**src/hdl/dapw_pkg.sv**
```systemverilog
package dapw_pkg;

  localparam int FRAME_BITS     = 32;
  localparam int LA_BITS        = 4;
  localparam int LB_BITS        = 2;
  localparam int MAX_AHEAD_DEF  = 12;
  localparam int MAX_BEHIND_DEF = 3;

  // Fixed window for forward playback
  localparam logic [LA_BITS-1:0] PLAY_AHEAD  = 4'd3;
  localparam logic [LB_BITS-1:0] PLAY_BEHIND = 2'd0;

  // Register map (index = paddr[3:2])
  localparam int ADDR_BITS = 4;
  localparam logic [1:0] REG_FRAME_COUNT = 2'd0;
  localparam logic [1:0] REG_LOOK_AHEAD  = 2'd1;
  localparam logic [1:0] REG_LOOK_BEHIND = 2'd2;

  localparam logic [LA_BITS-1:0] LOOK_AHEAD_RST  = 4'd3;
  localparam logic [LB_BITS-1:0] LOOK_BEHIND_RST = 2'd0;

  typedef enum logic [1:0] {
    REQ_SEEK  = 2'd0,
    REQ_PLAY  = 2'd1,
    REQ_CLEAR = 2'd2
  } req_type_t;

  typedef enum logic [1:0] {
    ST_IDLE,
    ST_AHEAD,
    ST_BEHIND,
    ST_FLUSH
  } seq_state_t;

  typedef struct packed {
    logic [1:0]            req_type;
    logic [FRAME_BITS-1:0] frame_index;
    logic                  frame_valid;
  } in_item_t;

  typedef struct packed {
    logic [FRAME_BITS-1:0] target_frame;
    logic                  last;
  } out_item_t;

  // Window launch from the front end to the sequencer
  typedef struct packed {
    logic [FRAME_BITS-1:0] frame;
    logic                  backward;
    logic [LA_BITS-1:0]    ahead;
    logic [LB_BITS-1:0]    behind;
  } start_cmd_t;

  typedef struct packed {
    logic [FRAME_BITS-1:0] target;
    logic                  keep;
  } step_res_t;

endpackage

```
**src/hdl/dapw_step_unit.sv**
```systemverilog
module dapw_step_unit
  import dapw_pkg::*;
#(
  parameter int K_W = 5
) (
  input  logic [FRAME_BITS-1:0] frame,
  input  logic [K_W-1:0]        step,
  input  logic                  down,
  input  logic [FRAME_BITS-1:0] frame_count,
  output step_res_t             res
);

  logic [FRAME_BITS:0] step_ext;
  logic [FRAME_BITS:0] operand;
  logic [FRAME_BITS:0] sum;

  // One adder serves both directions: subtract as add of the complement.
  // The top bit is a borrow (target below zero) or a carry (past any count).
  assign step_ext = {{(FRAME_BITS+1-K_W){1'b0}}, step};
  assign operand  = down ? ~step_ext : step_ext;
  assign sum      = {1'b0, frame} + operand + {{FRAME_BITS{1'b0}}, down};

  assign res.target = sum[FRAME_BITS-1:0];
  assign res.keep   = !sum[FRAME_BITS] && (sum[FRAME_BITS-1:0] < frame_count);

endmodule

```
**src/hdl/dapw_seq.sv**
```systemverilog
module dapw_seq
  import dapw_pkg::*;
#(
  parameter int MAX_AHEAD  = MAX_AHEAD_DEF,
  parameter int MAX_BEHIND = MAX_BEHIND_DEF
) (
  input  logic                  clk,
  input  logic                  rst_n,
  input  logic                  start_valid,
  input  start_cmd_t            start_cmd,
  input  logic [FRAME_BITS-1:0] frame_count,
  output logic                  idle,
  output logic                  out_valid,
  input  logic                  out_ready,
  output out_item_t             out_data
);

  localparam int RAW_MAX = (1 << LA_BITS) - 1;
  localparam int KA      = (MAX_AHEAD > MAX_BEHIND) ? MAX_AHEAD : MAX_BEHIND;
  localparam int KMAX    = (KA > RAW_MAX) ? KA : RAW_MAX;
  localparam int K_W     = $clog2(KMAX + 1);

  seq_state_t            state_r, state_nxt;
  logic [FRAME_BITS-1:0] frame_r, frame_nxt;
  logic                  back_r, back_nxt;
  logic [K_W-1:0]        k_r, k_nxt;
  logic [K_W-1:0]        ahead_r, ahead_nxt;
  logic [K_W-1:0]        behind_r, behind_nxt;
  logic [FRAME_BITS-1:0] pend_r, pend_nxt;
  logic                  pend_v_r, pend_v_nxt;
  out_item_t             out_r, out_nxt;
  logic                  out_valid_r, out_valid_nxt;

  logic           down;
  logic           out_free;
  logic           step_go;
  logic [K_W-1:0] lim;
  logic [K_W-1:0] la_ext;
  logic [K_W-1:0] lb_ext;
  step_res_t      res;

  assign down = (state_r == ST_BEHIND) ? !back_r : back_r;
  assign lim  = (state_r == ST_BEHIND) ? behind_r : ahead_r;

  dapw_step_unit #(
    .K_W(K_W)
  ) u_step (
    .frame      (frame_r),
    .step       (k_r),
    .down       (down),
    .frame_count(frame_count),
    .res        (res)
  );

  assign la_ext   = K_W'(start_cmd.ahead);
  assign lb_ext   = K_W'(start_cmd.behind);
  assign out_free = !out_valid_r || out_ready;
  // A kept target only stalls when the held one cannot move out
  assign step_go  = !res.keep || !pend_v_r || out_free;

  always_comb begin
    state_nxt     = state_r;
    frame_nxt     = frame_r;
    back_nxt      = back_r;
    k_nxt         = k_r;
    ahead_nxt     = ahead_r;
    behind_nxt    = behind_r;
    pend_nxt      = pend_r;
    pend_v_nxt    = pend_v_r;
    out_nxt       = out_r;
    out_valid_nxt = out_valid_r && !out_ready;
    case (state_r)
      ST_IDLE: begin
        if (start_valid) begin
          frame_nxt  = start_cmd.frame;
          back_nxt   = start_cmd.backward;
          ahead_nxt  = (la_ext > K_W'(MAX_AHEAD)) ? K_W'(MAX_AHEAD) : la_ext;
          behind_nxt = (lb_ext > K_W'(MAX_BEHIND)) ? K_W'(MAX_BEHIND) : lb_ext;
          k_nxt      = K_W'(1);
          state_nxt  = ST_AHEAD;
        end
      end
      ST_AHEAD, ST_BEHIND: begin
        if (step_go) begin
          if (res.keep) begin
            if (pend_v_r) begin
              out_nxt       = '{target_frame: pend_r, last: 1'b0};
              out_valid_nxt = 1'b1;
            end
            pend_nxt   = res.target;
            pend_v_nxt = 1'b1;
          end
          if (k_r == lim) begin
            k_nxt = K_W'(1);
            if (state_r == ST_AHEAD && behind_r != '0) begin
              state_nxt = ST_BEHIND;
            end else begin
              state_nxt = ST_FLUSH;
            end
          end else begin
            k_nxt = k_r + K_W'(1);
          end
        end
      end
      ST_FLUSH: begin
        if (!pend_v_r) begin
          state_nxt = ST_IDLE;
        end else if (out_free) begin
          out_nxt       = '{target_frame: pend_r, last: 1'b1};
          out_valid_nxt = 1'b1;
          pend_v_nxt    = 1'b0;
          state_nxt     = ST_IDLE;
        end
      end
      default: begin
        state_nxt = ST_IDLE;
      end
    endcase
  end

  always_ff @(posedge clk) begin
    if (!rst_n) begin
      state_r     <= ST_IDLE;
      pend_v_r    <= 1'b0;
      out_valid_r <= 1'b0;
      k_r         <= '0;
      ahead_r     <= '0;
      behind_r    <= '0;
    end else begin
      state_r     <= state_nxt;
      pend_v_r    <= pend_v_nxt;
      out_valid_r <= out_valid_nxt;
      k_r         <= k_nxt;
      ahead_r     <= ahead_nxt;
      behind_r    <= behind_nxt;
    end
  end

  always_ff @(posedge clk) begin
    frame_r <= frame_nxt;
    back_r  <= back_nxt;
    pend_r  <= pend_nxt;
    out_r   <= out_nxt;
  end

  assign idle      = (state_r == ST_IDLE);
  assign out_valid = out_valid_r;
  assign out_data  = out_r;

  a_start_only_idle: assert property (@(posedge clk) disable iff (!rst_n)
    start_valid |-> state_r == ST_IDLE)
    else $error("window launched while sequencer busy");

  a_idle_no_pending: assert property (@(posedge clk) disable iff (!rst_n)
    state_r == ST_IDLE |-> !pend_v_r)
    else $error("held target left behind at end of window");

  a_ahead_step_range: assert property (@(posedge clk) disable iff (!rst_n)
    state_r == ST_AHEAD |-> k_r != '0 && k_r <= ahead_r && ahead_r <= K_W'(MAX_AHEAD))
    else $error("ahead step out of range");

  a_behind_step_range: assert property (@(posedge clk) disable iff (!rst_n)
    state_r == ST_BEHIND |-> k_r != '0 && k_r <= behind_r && behind_r <= K_W'(MAX_BEHIND))
    else $error("behind step out of range");

endmodule

```
**src/hdl/direction_aware_prefetch_window.sv**
```systemverilog
// Direction-aware prefetch window. Each request on the in_ channel either
// clears the direction tracker or names a frame; for a frame it returns the
// list of frames to prefetch on the out_ channel, one target per result, the
// final one marked with last. An exact seek sets the travel direction from
// its frame against the previous seek, then yields up to look_ahead targets
// that way and up to look_behind the other way; forward playback always
// uses forward, three ahead, none behind. Targets below zero or at or above
// frame_count are dropped, and an invalid frame, a zero frame_count or a zero
// look_ahead on a seek yields nothing. Timing: one request is handled at a
// time. A request with a window keeps the block busy while it tests A ahead
// then B behind candidates, A and B being look_ahead and look_behind after
// saturation. A single adder/comparator tests one candidate target per cycle
// but stalls while a finished target waits on a still-full output register.
// Requests without a window do not start the sequencer. The output register
// lets the last result wait while the next request is taken. Registers (APB,
// 4-byte spacing): 0x0 frame_count, 0x4 look_ahead, 0x8 look_behind; write
// them only while the block is idle.
module direction_aware_prefetch_window
  import dapw_pkg::*;
#(
  parameter int MAX_AHEAD  = MAX_AHEAD_DEF,
  parameter int MAX_BEHIND = MAX_BEHIND_DEF
) (
  input  logic                 clk,
  input  logic                 rst_n,
  // request channel
  input  logic                 in_valid,
  output logic                 in_ready,
  input  in_item_t             in_data,
  // result channel
  output logic                 out_valid,
  input  logic                 out_ready,
  output out_item_t            out_data,
  // configuration port
  input  logic                 cfg_psel,
  input  logic                 cfg_penable,
  input  logic                 cfg_pwrite,
  input  logic [ADDR_BITS-1:0] cfg_paddr,
  input  logic [31:0]          cfg_pwdata,
  output logic [31:0]          cfg_prdata,
  output logic                 cfg_pready
);

  // Configuration registers
  logic [FRAME_BITS-1:0] frame_count_r;
  logic [LA_BITS-1:0]    look_ahead_r;
  logic [LB_BITS-1:0]    look_behind_r;

  // Direction tracker
  logic [FRAME_BITS-1:0] prev_frame_r, prev_frame_nxt;
  logic                  prev_valid_r, prev_valid_nxt;
  logic                  backward_r, backward_nxt;

  logic       cfg_wr;
  logic [1:0] cfg_idx;
  logic       req_acc;
  logic       is_seek;
  logic       is_play;
  logic       emit_ok;
  logic       seq_idle;
  start_cmd_t start_cmd;

  // Configuration port: writes land in the access phase; reads are decoded
  // straight from the address.
  assign cfg_pready = 1'b1;
  assign cfg_wr     = cfg_psel && cfg_penable && cfg_pwrite;
  assign cfg_idx    = cfg_paddr[3:2];

  always_ff @(posedge clk) begin
    if (!rst_n) begin
      frame_count_r <= '0;
      look_ahead_r  <= LOOK_AHEAD_RST;
      look_behind_r <= LOOK_BEHIND_RST;
    end else if (cfg_wr) begin
      case (cfg_idx)
        REG_FRAME_COUNT: frame_count_r <= cfg_pwdata[FRAME_BITS-1:0];
        REG_LOOK_AHEAD:  look_ahead_r  <= cfg_pwdata[LA_BITS-1:0];
        REG_LOOK_BEHIND: look_behind_r <= cfg_pwdata[LB_BITS-1:0];
        default: begin
          // drop writes beyond the register map
        end
      endcase
    end
  end

  always_comb begin
    case (cfg_idx)
      REG_FRAME_COUNT: cfg_prdata = frame_count_r;
      REG_LOOK_AHEAD:  cfg_prdata = {{(32-LA_BITS){1'b0}}, look_ahead_r};
      REG_LOOK_BEHIND: cfg_prdata = {{(32-LB_BITS){1'b0}}, look_behind_r};
      default:         cfg_prdata = '0;
    endcase
  end

  // Take a new request only when the sequencer has finished the last window.
  assign in_ready = seq_idle;
  assign req_acc  = in_valid && in_ready;
  assign is_seek  = (in_data.req_type == REQ_SEEK);
  assign is_play  = (in_data.req_type == REQ_PLAY);

  // Track direction on every exact seek, valid frame or not: flip only when
  // the frame actually moves relative to a known previous seek. Clear resets
  // the tracker to forward with no history; the unused type leaves it alone.
  always_comb begin
    prev_frame_nxt = prev_frame_r;
    prev_valid_nxt = prev_valid_r;
    backward_nxt   = backward_r;
    if (req_acc) begin
      if (is_seek) begin
        if (prev_valid_r && in_data.frame_index != prev_frame_r) begin
          backward_nxt = (in_data.frame_index < prev_frame_r);
        end
        prev_frame_nxt = in_data.frame_index;
        prev_valid_nxt = 1'b1;
      end else if (in_data.req_type == REQ_CLEAR) begin
        prev_frame_nxt = '0;
        prev_valid_nxt = 1'b0;
        backward_nxt   = 1'b0;
      end
    end
  end

  always_ff @(posedge clk) begin
    if (!rst_n) begin
      prev_frame_r <= '0;
      prev_valid_r <= 1'b0;
      backward_r   <= 1'b0;
    end else begin
      prev_frame_r <= prev_frame_nxt;
      prev_valid_r <= prev_valid_nxt;
      backward_r   <= backward_nxt;
    end
  end

  // Launch a window only when it can hold something: valid frame, nonzero
  // frame count and a nonzero look-ahead (playback always has three).
  assign emit_ok = req_acc && in_data.frame_valid && (frame_count_r != '0) &&
                   ((is_seek && look_ahead_r != '0) || is_play);

  always_comb begin
    start_cmd.frame = in_data.frame_index;
    if (is_seek) begin
      start_cmd.backward = backward_nxt;
      start_cmd.ahead    = look_ahead_r;
      start_cmd.behind   = look_behind_r;
    end else begin
      start_cmd.backward = 1'b0;
      start_cmd.ahead    = PLAY_AHEAD;
      start_cmd.behind   = PLAY_BEHIND;
    end
  end

  dapw_seq #(
    .MAX_AHEAD (MAX_AHEAD),
    .MAX_BEHIND(MAX_BEHIND)
  ) u_seq (
    .clk        (clk),
    .rst_n      (rst_n),
    .start_valid(emit_ok),
    .start_cmd  (start_cmd),
    .frame_count(frame_count_r),
    .idle       (seq_idle),
    .out_valid  (out_valid),
    .out_ready  (out_ready),
    .out_data   (out_data)
  );

endmodule

```
**config.mk**
```make
export PLATFORM = sky130hd
export DESIGN_NAME = direction_aware_prefetch_window
export DESIGN_NICKNAME = d
export VERILOG_FILES = /design/src/hdl/dapw_pkg.sv /design/src/hdl/dapw_step_unit.sv /design/src/hdl/dapw_seq.sv /design/src/hdl/direction_aware_prefetch_window.sv
export SDC_FILE = /design/constraint.sdc
export NUM_CORES = 1
export LEC_CHECK = 0
export BUFFER_PORTS_ARGS = -buffer_cell sky130_fd_sc_hd__buf_2
export CORE_MARGIN = 2
export CORE_UTILIZATION = 40
export CTS_BUF_LIST = sky130_fd_sc_hd__clkbuf_4 sky130_fd_sc_hd__clkbuf_8
export CTS_CLUSTER_SIZE = 20
export DETAILED_ROUTE_END_ITERATION = 16
export PLACE_DENSITY_LB_ADDON = 0.1
export SLEW_MARGIN = 10
export SYNTH_ARGS = -nofsm -noshare
export SYNTH_HDL_FRONTEND = slang
export SYNTH_HIERARCHICAL = 1
export SYNTH_SLANG_ARGS = --single-unit
```
**constraint.sdc**
```tcl
create_clock -name clk -period 13.3 [get_ports clk]
set_input_delay 1.33 -clock clk [delete_from_list [all_inputs] [get_ports clk]]
set_output_delay 1.33 -clock clk [all_outputs]
set_load 0.005 [all_outputs]
```
==> results of run 1 <==
power by group through the flow:
stage	clock (mW)	combinational, mW	sequential (mW)
5_1_grt	0.455	0.966	0.699
4_1_cts	0.433	0.852	0.695
3_3_place_gp	0	0.837	0.707
2_1_floorplan	0	0.639	0.703
3_5_place_dp	0	0.846	0.708
6_report	0.418	0.853	0.695
how the worst max path moves through the flow:
stage,startpoint,end
after global placement,u_seq/state_r[0]$_SDFFE_PN0P_,u_seq/k_r[3]$_SDFFE_PN0P_
after global routing,u_seq/state_r[0]$_SDFFE_PN0P_,u_seq/k_r[3]$_SDFFE_PN0P_
after CTS,u_seq/state_r[0]$_SDFFE_PN0P_,u_seq/k_r[3]$_SDFFE_PN0P_
final,u_seq/state_r[0]$_SDFFE_PN0P_,u_seq/k_r[3]$_SDFFE_PN0P_
after detailed placement,u_seq/state_r[0]$_SDFFE_PN0P_,u_seq/k_r[3]$_SDFFE_PN0P_
after floorplan,u_seq/state_r[0]$_SDFFE_PN0P_,u_seq/out_data[0]$_DFFE_PP_
final cells by class:
class | instances | area share [%]
multi-input combinational | 709 | 42.8
sequential | 184 | 40.4
timing repair buffer | 152 | 6.81
tap | 324 | 3.51
inverter | 78 | 2.54
clock buffer | 17 | 2.03
clock inverter | 15 | 1.80
antenna | 1 | 0.0217
worst reg2reg max path: cells and delay by family (launching register included):
kind / cells / cell delay, ps
AOI/OAI and AO/OA: 13 / 3090
xor gates and xnor gates: 3 / 730
adders and majority gates: 3 / 1030
buffers and inverters: 3 / 580
and+or+nand+nor: 6 / 1100
DFF: 1 / 400
cell usage in the layout (no fill, tap or decap), types with 22 or more instances in the layout:
cell / instances
a22oi_1: 36
and2_1: 37
dfxtp_1: 86
buf_2: 142
a21oi_1: 90
ha_1: 100
edfxtp_1: 98
a21o_1: 28
nand2_1: 111
o21ai_0: 26
inv_1: 77
xnor2_1: 22
nor2_1: 63
state kept, by name (all words and copies together) (netlist names):
name	flops
u_seq/out_data	33
u_seq/k_r	4
u_seq/pend_r	32
u_seq/pend_v_r	1
frame_count_r	32
prev_valid_r	1
u_seq/behind_r	2
backward_r	1
u_seq/back_r	1
u_seq/state_r	2
prev_frame_r	32
look_ahead_r	4
u_seq/frame_r	32
u_seq/ahead_r	4
look_behind_r	2
u_seq/out_valid	1
per-stage QoR:
| step | instance area (sq um) | util [%] | hold WS [ps] | instances |
|---|---|---|---|---|
| 5_1_grt | 11500 | 47.1 | 418 | 1480 |
| 3_3_place_gp | 11100 | 45.3 | 401 | 1447 |
| 3_5_place_dp | 11100 | 45.3 | 405 | 1447 |
| 6_report | 11500 | 47.1 | 419 | 1480 |
| 4_1_cts | 11500 | 47.1 | 416 | 1479 |
| 2_1_floorplan | 10000 | - | 400 | 1007 |
cell families (layout without fill, tap and decap cells):
| family | count (synthesis) | count (layout) |
|---|---|---|
| buffers and inverters | 114 | 262 |
| xor gates and xnor gates | 36 | 36 |
| adders and majority gates | 101 | 101 |
| muxes | 14 | 14 |
| AOI/OAI and AO/OA | 248 | 248 |
| and+or+nand+nor | 309 | 309 |
| DFF | 184 | 184 |
| other | 1 | 2 |
layer usage:
| metal | GRT usage (%) | vias up | share of wire [%] |
|---|---|---|---|
| met5 | 0 | - | 0 |
| met4 | 4.87 | 0 | 1.1 |
| met3 | 2.42 | 18 | 4.1 |
| met2 | 29.7 | 164 | 44 |
| met1 | 27.9 | 3666 | 51 |
| li1 | - | 3901 | - |
==> results.py, run 1 <==
metrics = {
    "detailed_routing": {
        "drt_iter0_drc": 439,
        "drc": 0,
        "first_pass_iters": 5,
        "viasPerCell": 5.24,
        "antenna_left": 0,
        "wl_per_cell_um": 16.7,
        "wl_um": 24700,
        "num_vias": 7749,
    },
    "global_route": {
        "grt_first_pass_wirelength_um": 39400,
        "grt-ovfl-total": 0,
        "antenna_found_initial": 1,
        "grt_pass1_vias": 7374,
        "grt_max_degree": 71,
        "grt_use_total_pct": 19.0,
    },
    "min_path": {
        "hold_path.startpoint": "u_seq/pend_r[22]$_DFFE_PP_",
        "hold_depth": 0,
        "hp-class": "reg -> reg",
        "whs_endpoint": "u_seq/out_data[23]$_DFFE_PP_",
    },
    "cts": {
        "clockBufferDepth": 2,
        "path_clk_slew_ps": 100,
        "cts_sinks": 184,
        "root_buffer": "clkbuf_8",
        "postCtsSetupBuffers": 0,
        "hold_buffers": 0,
        "cts-htree-levels": 4,
        "cts_resized": 0,
        "clock_latency_ps": 470,
        "cts_tree": "built",
        "cts_inserted_buffers": 17,
    },
    "synthesis": {
        "synthMuxAreaShare_pct": 1.40,
        "synth-async-reset-ratio_pct": 0,
        "synth_edf_count": 98,
        "synth_top_family_by_area": "compound AO/OA/AOI/OAI gates",
        "synthTopCellsByCount": "111 x nand2_1, 100 x ha_1, 98 x edfxtp_1",
        "avgSynthCellArea_sq_um": 9.97,
        "synth_xor_area_share_pct": 3.14,
        "yosys.area.top_type": "edfxtp_1",
        "syn-cell-area_sq_um": 10000,
        "syn_inst": 1007,
        "synth_cell_type_count": 81,
        "synth_compound_area_share_pct": 16.6,
        "yosysWarnings": 6,
        "synth-simple-area-share_pct": 15.0,
        "synth-seq-cells": 184,
        "synthAdderAreaFrac_pct": 12.7,
        "syn-num-nets": 1186,
        "synth_ff_type": "edfxtp_1",
        "yosysTopAreaCellShare_pct": 29.3,
        "synth_area_leaders": "edfxtp_1 29%, dfxtp_1 17%, ha_1 12%",
        "yosysSeqAreaShare_pct": 46.4,
        "yosysMostFrequentCell": "nand2_1",
    },
    "status": {
        "status": "finished, final reports clean",
    },
    "floorplan": {
        "die_w_um": 162,
        "die_h_um": 162,
        "start_util_pct": 41.1,
        "dieArea_sq_um": 26400,
        "io_pins": 146,
        "coreArea_sq_um": 24500,
        "rows": 57,
    },
    "setup_path": {
        "crit_buf_inv": 3,
        "worst_ep_required_time_ps": 13680,
        "timing.rr.end": "u_seq/k_r[3]$_SDFFE_PN0P_",
        "cpMostUsedCell": "o21ai_0",
        "critPathMaxStageDelay_ps": 420,
        "r2r_cells": 28,
        "start_kind": "flop",
        "path_delay_family": "compound AO/OA/AOI/OAI gates",
        "crit_slowest_cell": "fa_1",
        "criticalPathCategory": "reg -> reg",
        "cp.depth": 28,
        "worstSetupEndpointType": "flop",
        "crit_fanout": 34,
        "r2r_start": "u_seq/state_r[0]$_SDFFE_PN0P_",
        "regToRegSetupSlack_ps": 6300,
        "arrival_ps": 7380,
    },
    "pwr": {
        "cell_internal_pwr_mw": 1.21,
        "p_total_mw": 1.97,
        "comb_power_share_pct": 43.4,
        "switching_share_pct": 38.3,
        "ir_drop_mv": 0.0711,
        "clkPwrFrac_pct": 21.3,
        "p_switching_uw": 752,
        "pwr-share-seq_pct": 35.3,
        "p_leak_nw": 4.52,
        "powerDensity_nw_per_um2": 171,
    },
    "timing": {
        "relSlewSlack_pct": 42.0,
        "setup_viol": 0,
        "fmax_mhz": 143,
        "finalWorstSetupSlack_ps": 6300,
        "fin_crit_sh_pct": 52.6,
        "tightest_slew_ps": 870,
        "period_needed_ps": 7000,
        "final-hold-violation-count": 0,
        "clock_skew_ps": 18.3,
        "finalSetupTns_ps": 0,
        "rsz0062_at_grt": "false",
        "slew_viol_final": 0,
    },
    "layout": {
        "num-fill-cells": 2379,
        "syn_to_final_growth_pct": 14.8,
        "multiInputGateArea_sq_um": 4940,
        "drive_gt1_share_pct": 18.2,
        "regArea_sq_um": 4660,
        "layout.nets": 1321,
    },
    "placement": {
        "dp.final_hpwl_um": 18800,
        "port_buffers": 142,
        "pre_cts_ws_ps": 6380,
        "place_congestion": 0.815,
    },
    "flow_run": {
        "maxCapViolations": 0,
    },
}
Note: power is estimated with default switching activity, not from simulation.
==> run 2: changes to the inputs <==
Clock period 13.3 ns to 5.99 ns, I/O delays scaled along.
==> results.py, run 2 (synthesis results as in run 1) <==
metrics = {
    "status": {
        "status": "finished, final reports clean",
    },
    "detailed_routing": {
        "drt_iter0_drc": 499,
        "top_layer_used": "met4",
        "drc": 0,
        "wl_per_cell_um": 16.4,
        "antenna_left": 0,
        "first_pass_iters": 5,
        "num_vias": 7757,
        "viasPerCell": 5.15,
        "wl_met3_um": 1280,
        "wl_um": 24700,
        "met1Wirelength_um": 12400,
        "dr_wl_met2_um": 10700,
    },
    "timing": {
        "finalWorstSetupSlack_ps": 273,
        "fmax_mhz": 175,
        "relSlewSlack_pct": 21.1,
        "fin_crit_sh_pct": 95.4,
        "final-hold-violation-count": 0,
        "finalSetupTns_ps": 0,
        "hold_ws_ps": 357,
        "clock_skew_ps": 19.8,
        "slew_viol_final": 0,
        "rsz0062_at_grt": "false",
        "period_needed_ps": 5720,
        "setup_viol": 0,
        "tightest_slew_ps": 1180,
    },
    "layout": {
        "final_cell_mix": "142 x buf_2, 110 x nand2_1, 99 x ha_1, 98 x edfxtp_1, 87 x a21oi_1",
        "num-fill-cells": 2352,
        "layout.nets": 1349,
        "final_common_cell": "buf_2",
        "antenna_cells": 0,
        "syn_to_final_growth_pct": 18.1,
        "drive_gt1_share_pct": 21.9,
        "stdcell_area_sq_um": 11900,
        "regArea_sq_um": 4670,
        "multiInputGateArea_sq_um": 5070,
        "largest_reg_flops": 33,
        "utilization_pct": 48.5,
    },
    "global_route": {
        "grt_use_total_pct": 18.9,
        "grt-ovfl-total": 0,
        "grt_first_pass_wirelength_um": 38800,
        "grt_pass1_vias": 7222,
        "grt_max_degree": 71,
        "antenna_found_initial": 0,
    },
    "setup_path": {
        "timing.rr.end": "u_seq/k_r[3]$_SDFFE_PN0P_",
        "crit_fanout": 5,
        "worstSetupEndpointType": "flop",
        "worst_ep_required_time_ps": 6360,
        "criticalPathCategory": "reg -> reg",
        "crit_slowest_cell": "or4_4",
        "r2r_start": "u_seq/state_r[0]$_SDFFE_PN0P_",
        "regToRegSetupSlack_ps": 270,
        "critPathMaxStageDelay_ps": 540,
        "r2r_cells": 28,
        "start_kind": "flop",
        "arrival_ps": 6090,
    },
    "placement": {
        "place_congestion": 0.849,
        "pre_cts_ws_ps": 52.3,
        "place_area_sq_um": 11300,
        "port_buffers": 142,
        "dp.final_hpwl_um": 19000,
    },
    "floorplan": {
        "start_util_pct": 41.1,
        "die_w_um": 162,
        "dieArea_sq_um": 26400,
        "die_h_um": 162,
        "coreArea_sq_um": 24500,
        "io_pins": 146,
        "rows": 57,
    },
    "cts": {
        "path_clk_slew_ps": 100,
        "cts_sinks": 184,
        "cts_inserted_buffers": 17,
        "cts_tree": "built",
        "clockBufferDepth": 2,
        "clock_latency_ps": 460,
        "cts-htree-levels": 4,
        "root_buffer": "clkbuf_8",
    },
    "pwr": {
        "powerDensity_nw_per_um2": 382,
        "ir_drop_mv": 0.157,
        "p_leak_nw": 4.66,
    },
    "min_path": {
        "whs_endpoint": "u_seq/frame_r[20]$_DFFE_PP_",
        "hold_depth": 1,
        "hp-class": "in -> reg",
        "hold_path.startpoint": "in_data[21]",
    },
    "flow_run": {
        "maxCapViolations": 0,
    },
}
[run 2: worst max path at each step]
stage	slack, ps	to	from
finish	270	u_seq/k_r[3]$_SDFFE_PN0P_	u_seq/state_r[0]$_SDFFE_PN0P_
global route	7	u_seq/k_r[3]$_SDFFE_PN0P_	u_seq/state_r[0]$_SDFFE_PN0P_
CTS	40	u_seq/k_r[3]$_SDFFE_PN0P_	u_seq/state_r[0]$_SDFFE_PN0P_
detailed placement	50	u_seq/k_r[3]$_SDFFE_PN0P_	u_seq/state_r[0]$_SDFFE_PN0P_
global placement	110	u_seq/k_r[2]$_SDFFE_PN0P_	u_seq/state_r[0]$_SDFFE_PN0P_
floorplan	5	u_seq/k_r[3]$_SDFFE_PN0P_	u_seq/state_r[0]$_SDFFE_PN0P_
[run 2: timing repair]
action / in CTS / in global routing
hold buffers: 0 / 0
hold endpoints to repair: 0 / 0
pin swaps: 0 / 11
gates resized for setup: 2 / 25
buffers inserted: 0 / 1
setup endpoints to repair: 1 / 69
[run 2: area by class of cell]
| type | instances | share of cell area (%) |
|---|---|---|
| Clock inverter | 14 | 1.29 |
| Clock buffer | 18 | 2.04 |
| Sequential cell | 184 | 39.4 |
| Multi-Input combinational cell | 709 | 42.7 |
| Inverter | 78 | 2.47 |
| Tap cell | 324 | 3.42 |
| Timing Repair Buffer | 180 | 8.70 |
[run 2: metrics by stage]
step	total power [mW]	cells
floorplan	2.99	1007
detailed placement	3.64	1474
finish	4.53	1507
global route	4.87	1507
CTS	4.50	1506
global placement	3.61	1474
[run 2: routing by layer]
metal,vias to the layer above,global-route usage (%)
met5,-,0
met4,0,5.03
met3,14,2.75
met2,196,28.6
met1,3598,28.2
li1,3949,-
[run 2: critical path: cells and delay by family (launching register included)]
family,cells,cell delay (ps)
AO/OA/AOI/OAI,13,2430
AND/OR/NAND/NOR,7,1330
adder cells (fa/ha/maj),3,720
XOR/XNOR,3,610
flip-flops,1,330
buffers and inverters,2,230
[run 2: where the power goes]
part / switching (mW) / total (mW) / internal, mW
Combinational: 1.22 / 2.14 / 0.917
Sequential: 0.0406 / 1.54 / 1.50
Clock: 0.496 / 0.850 / 0.354
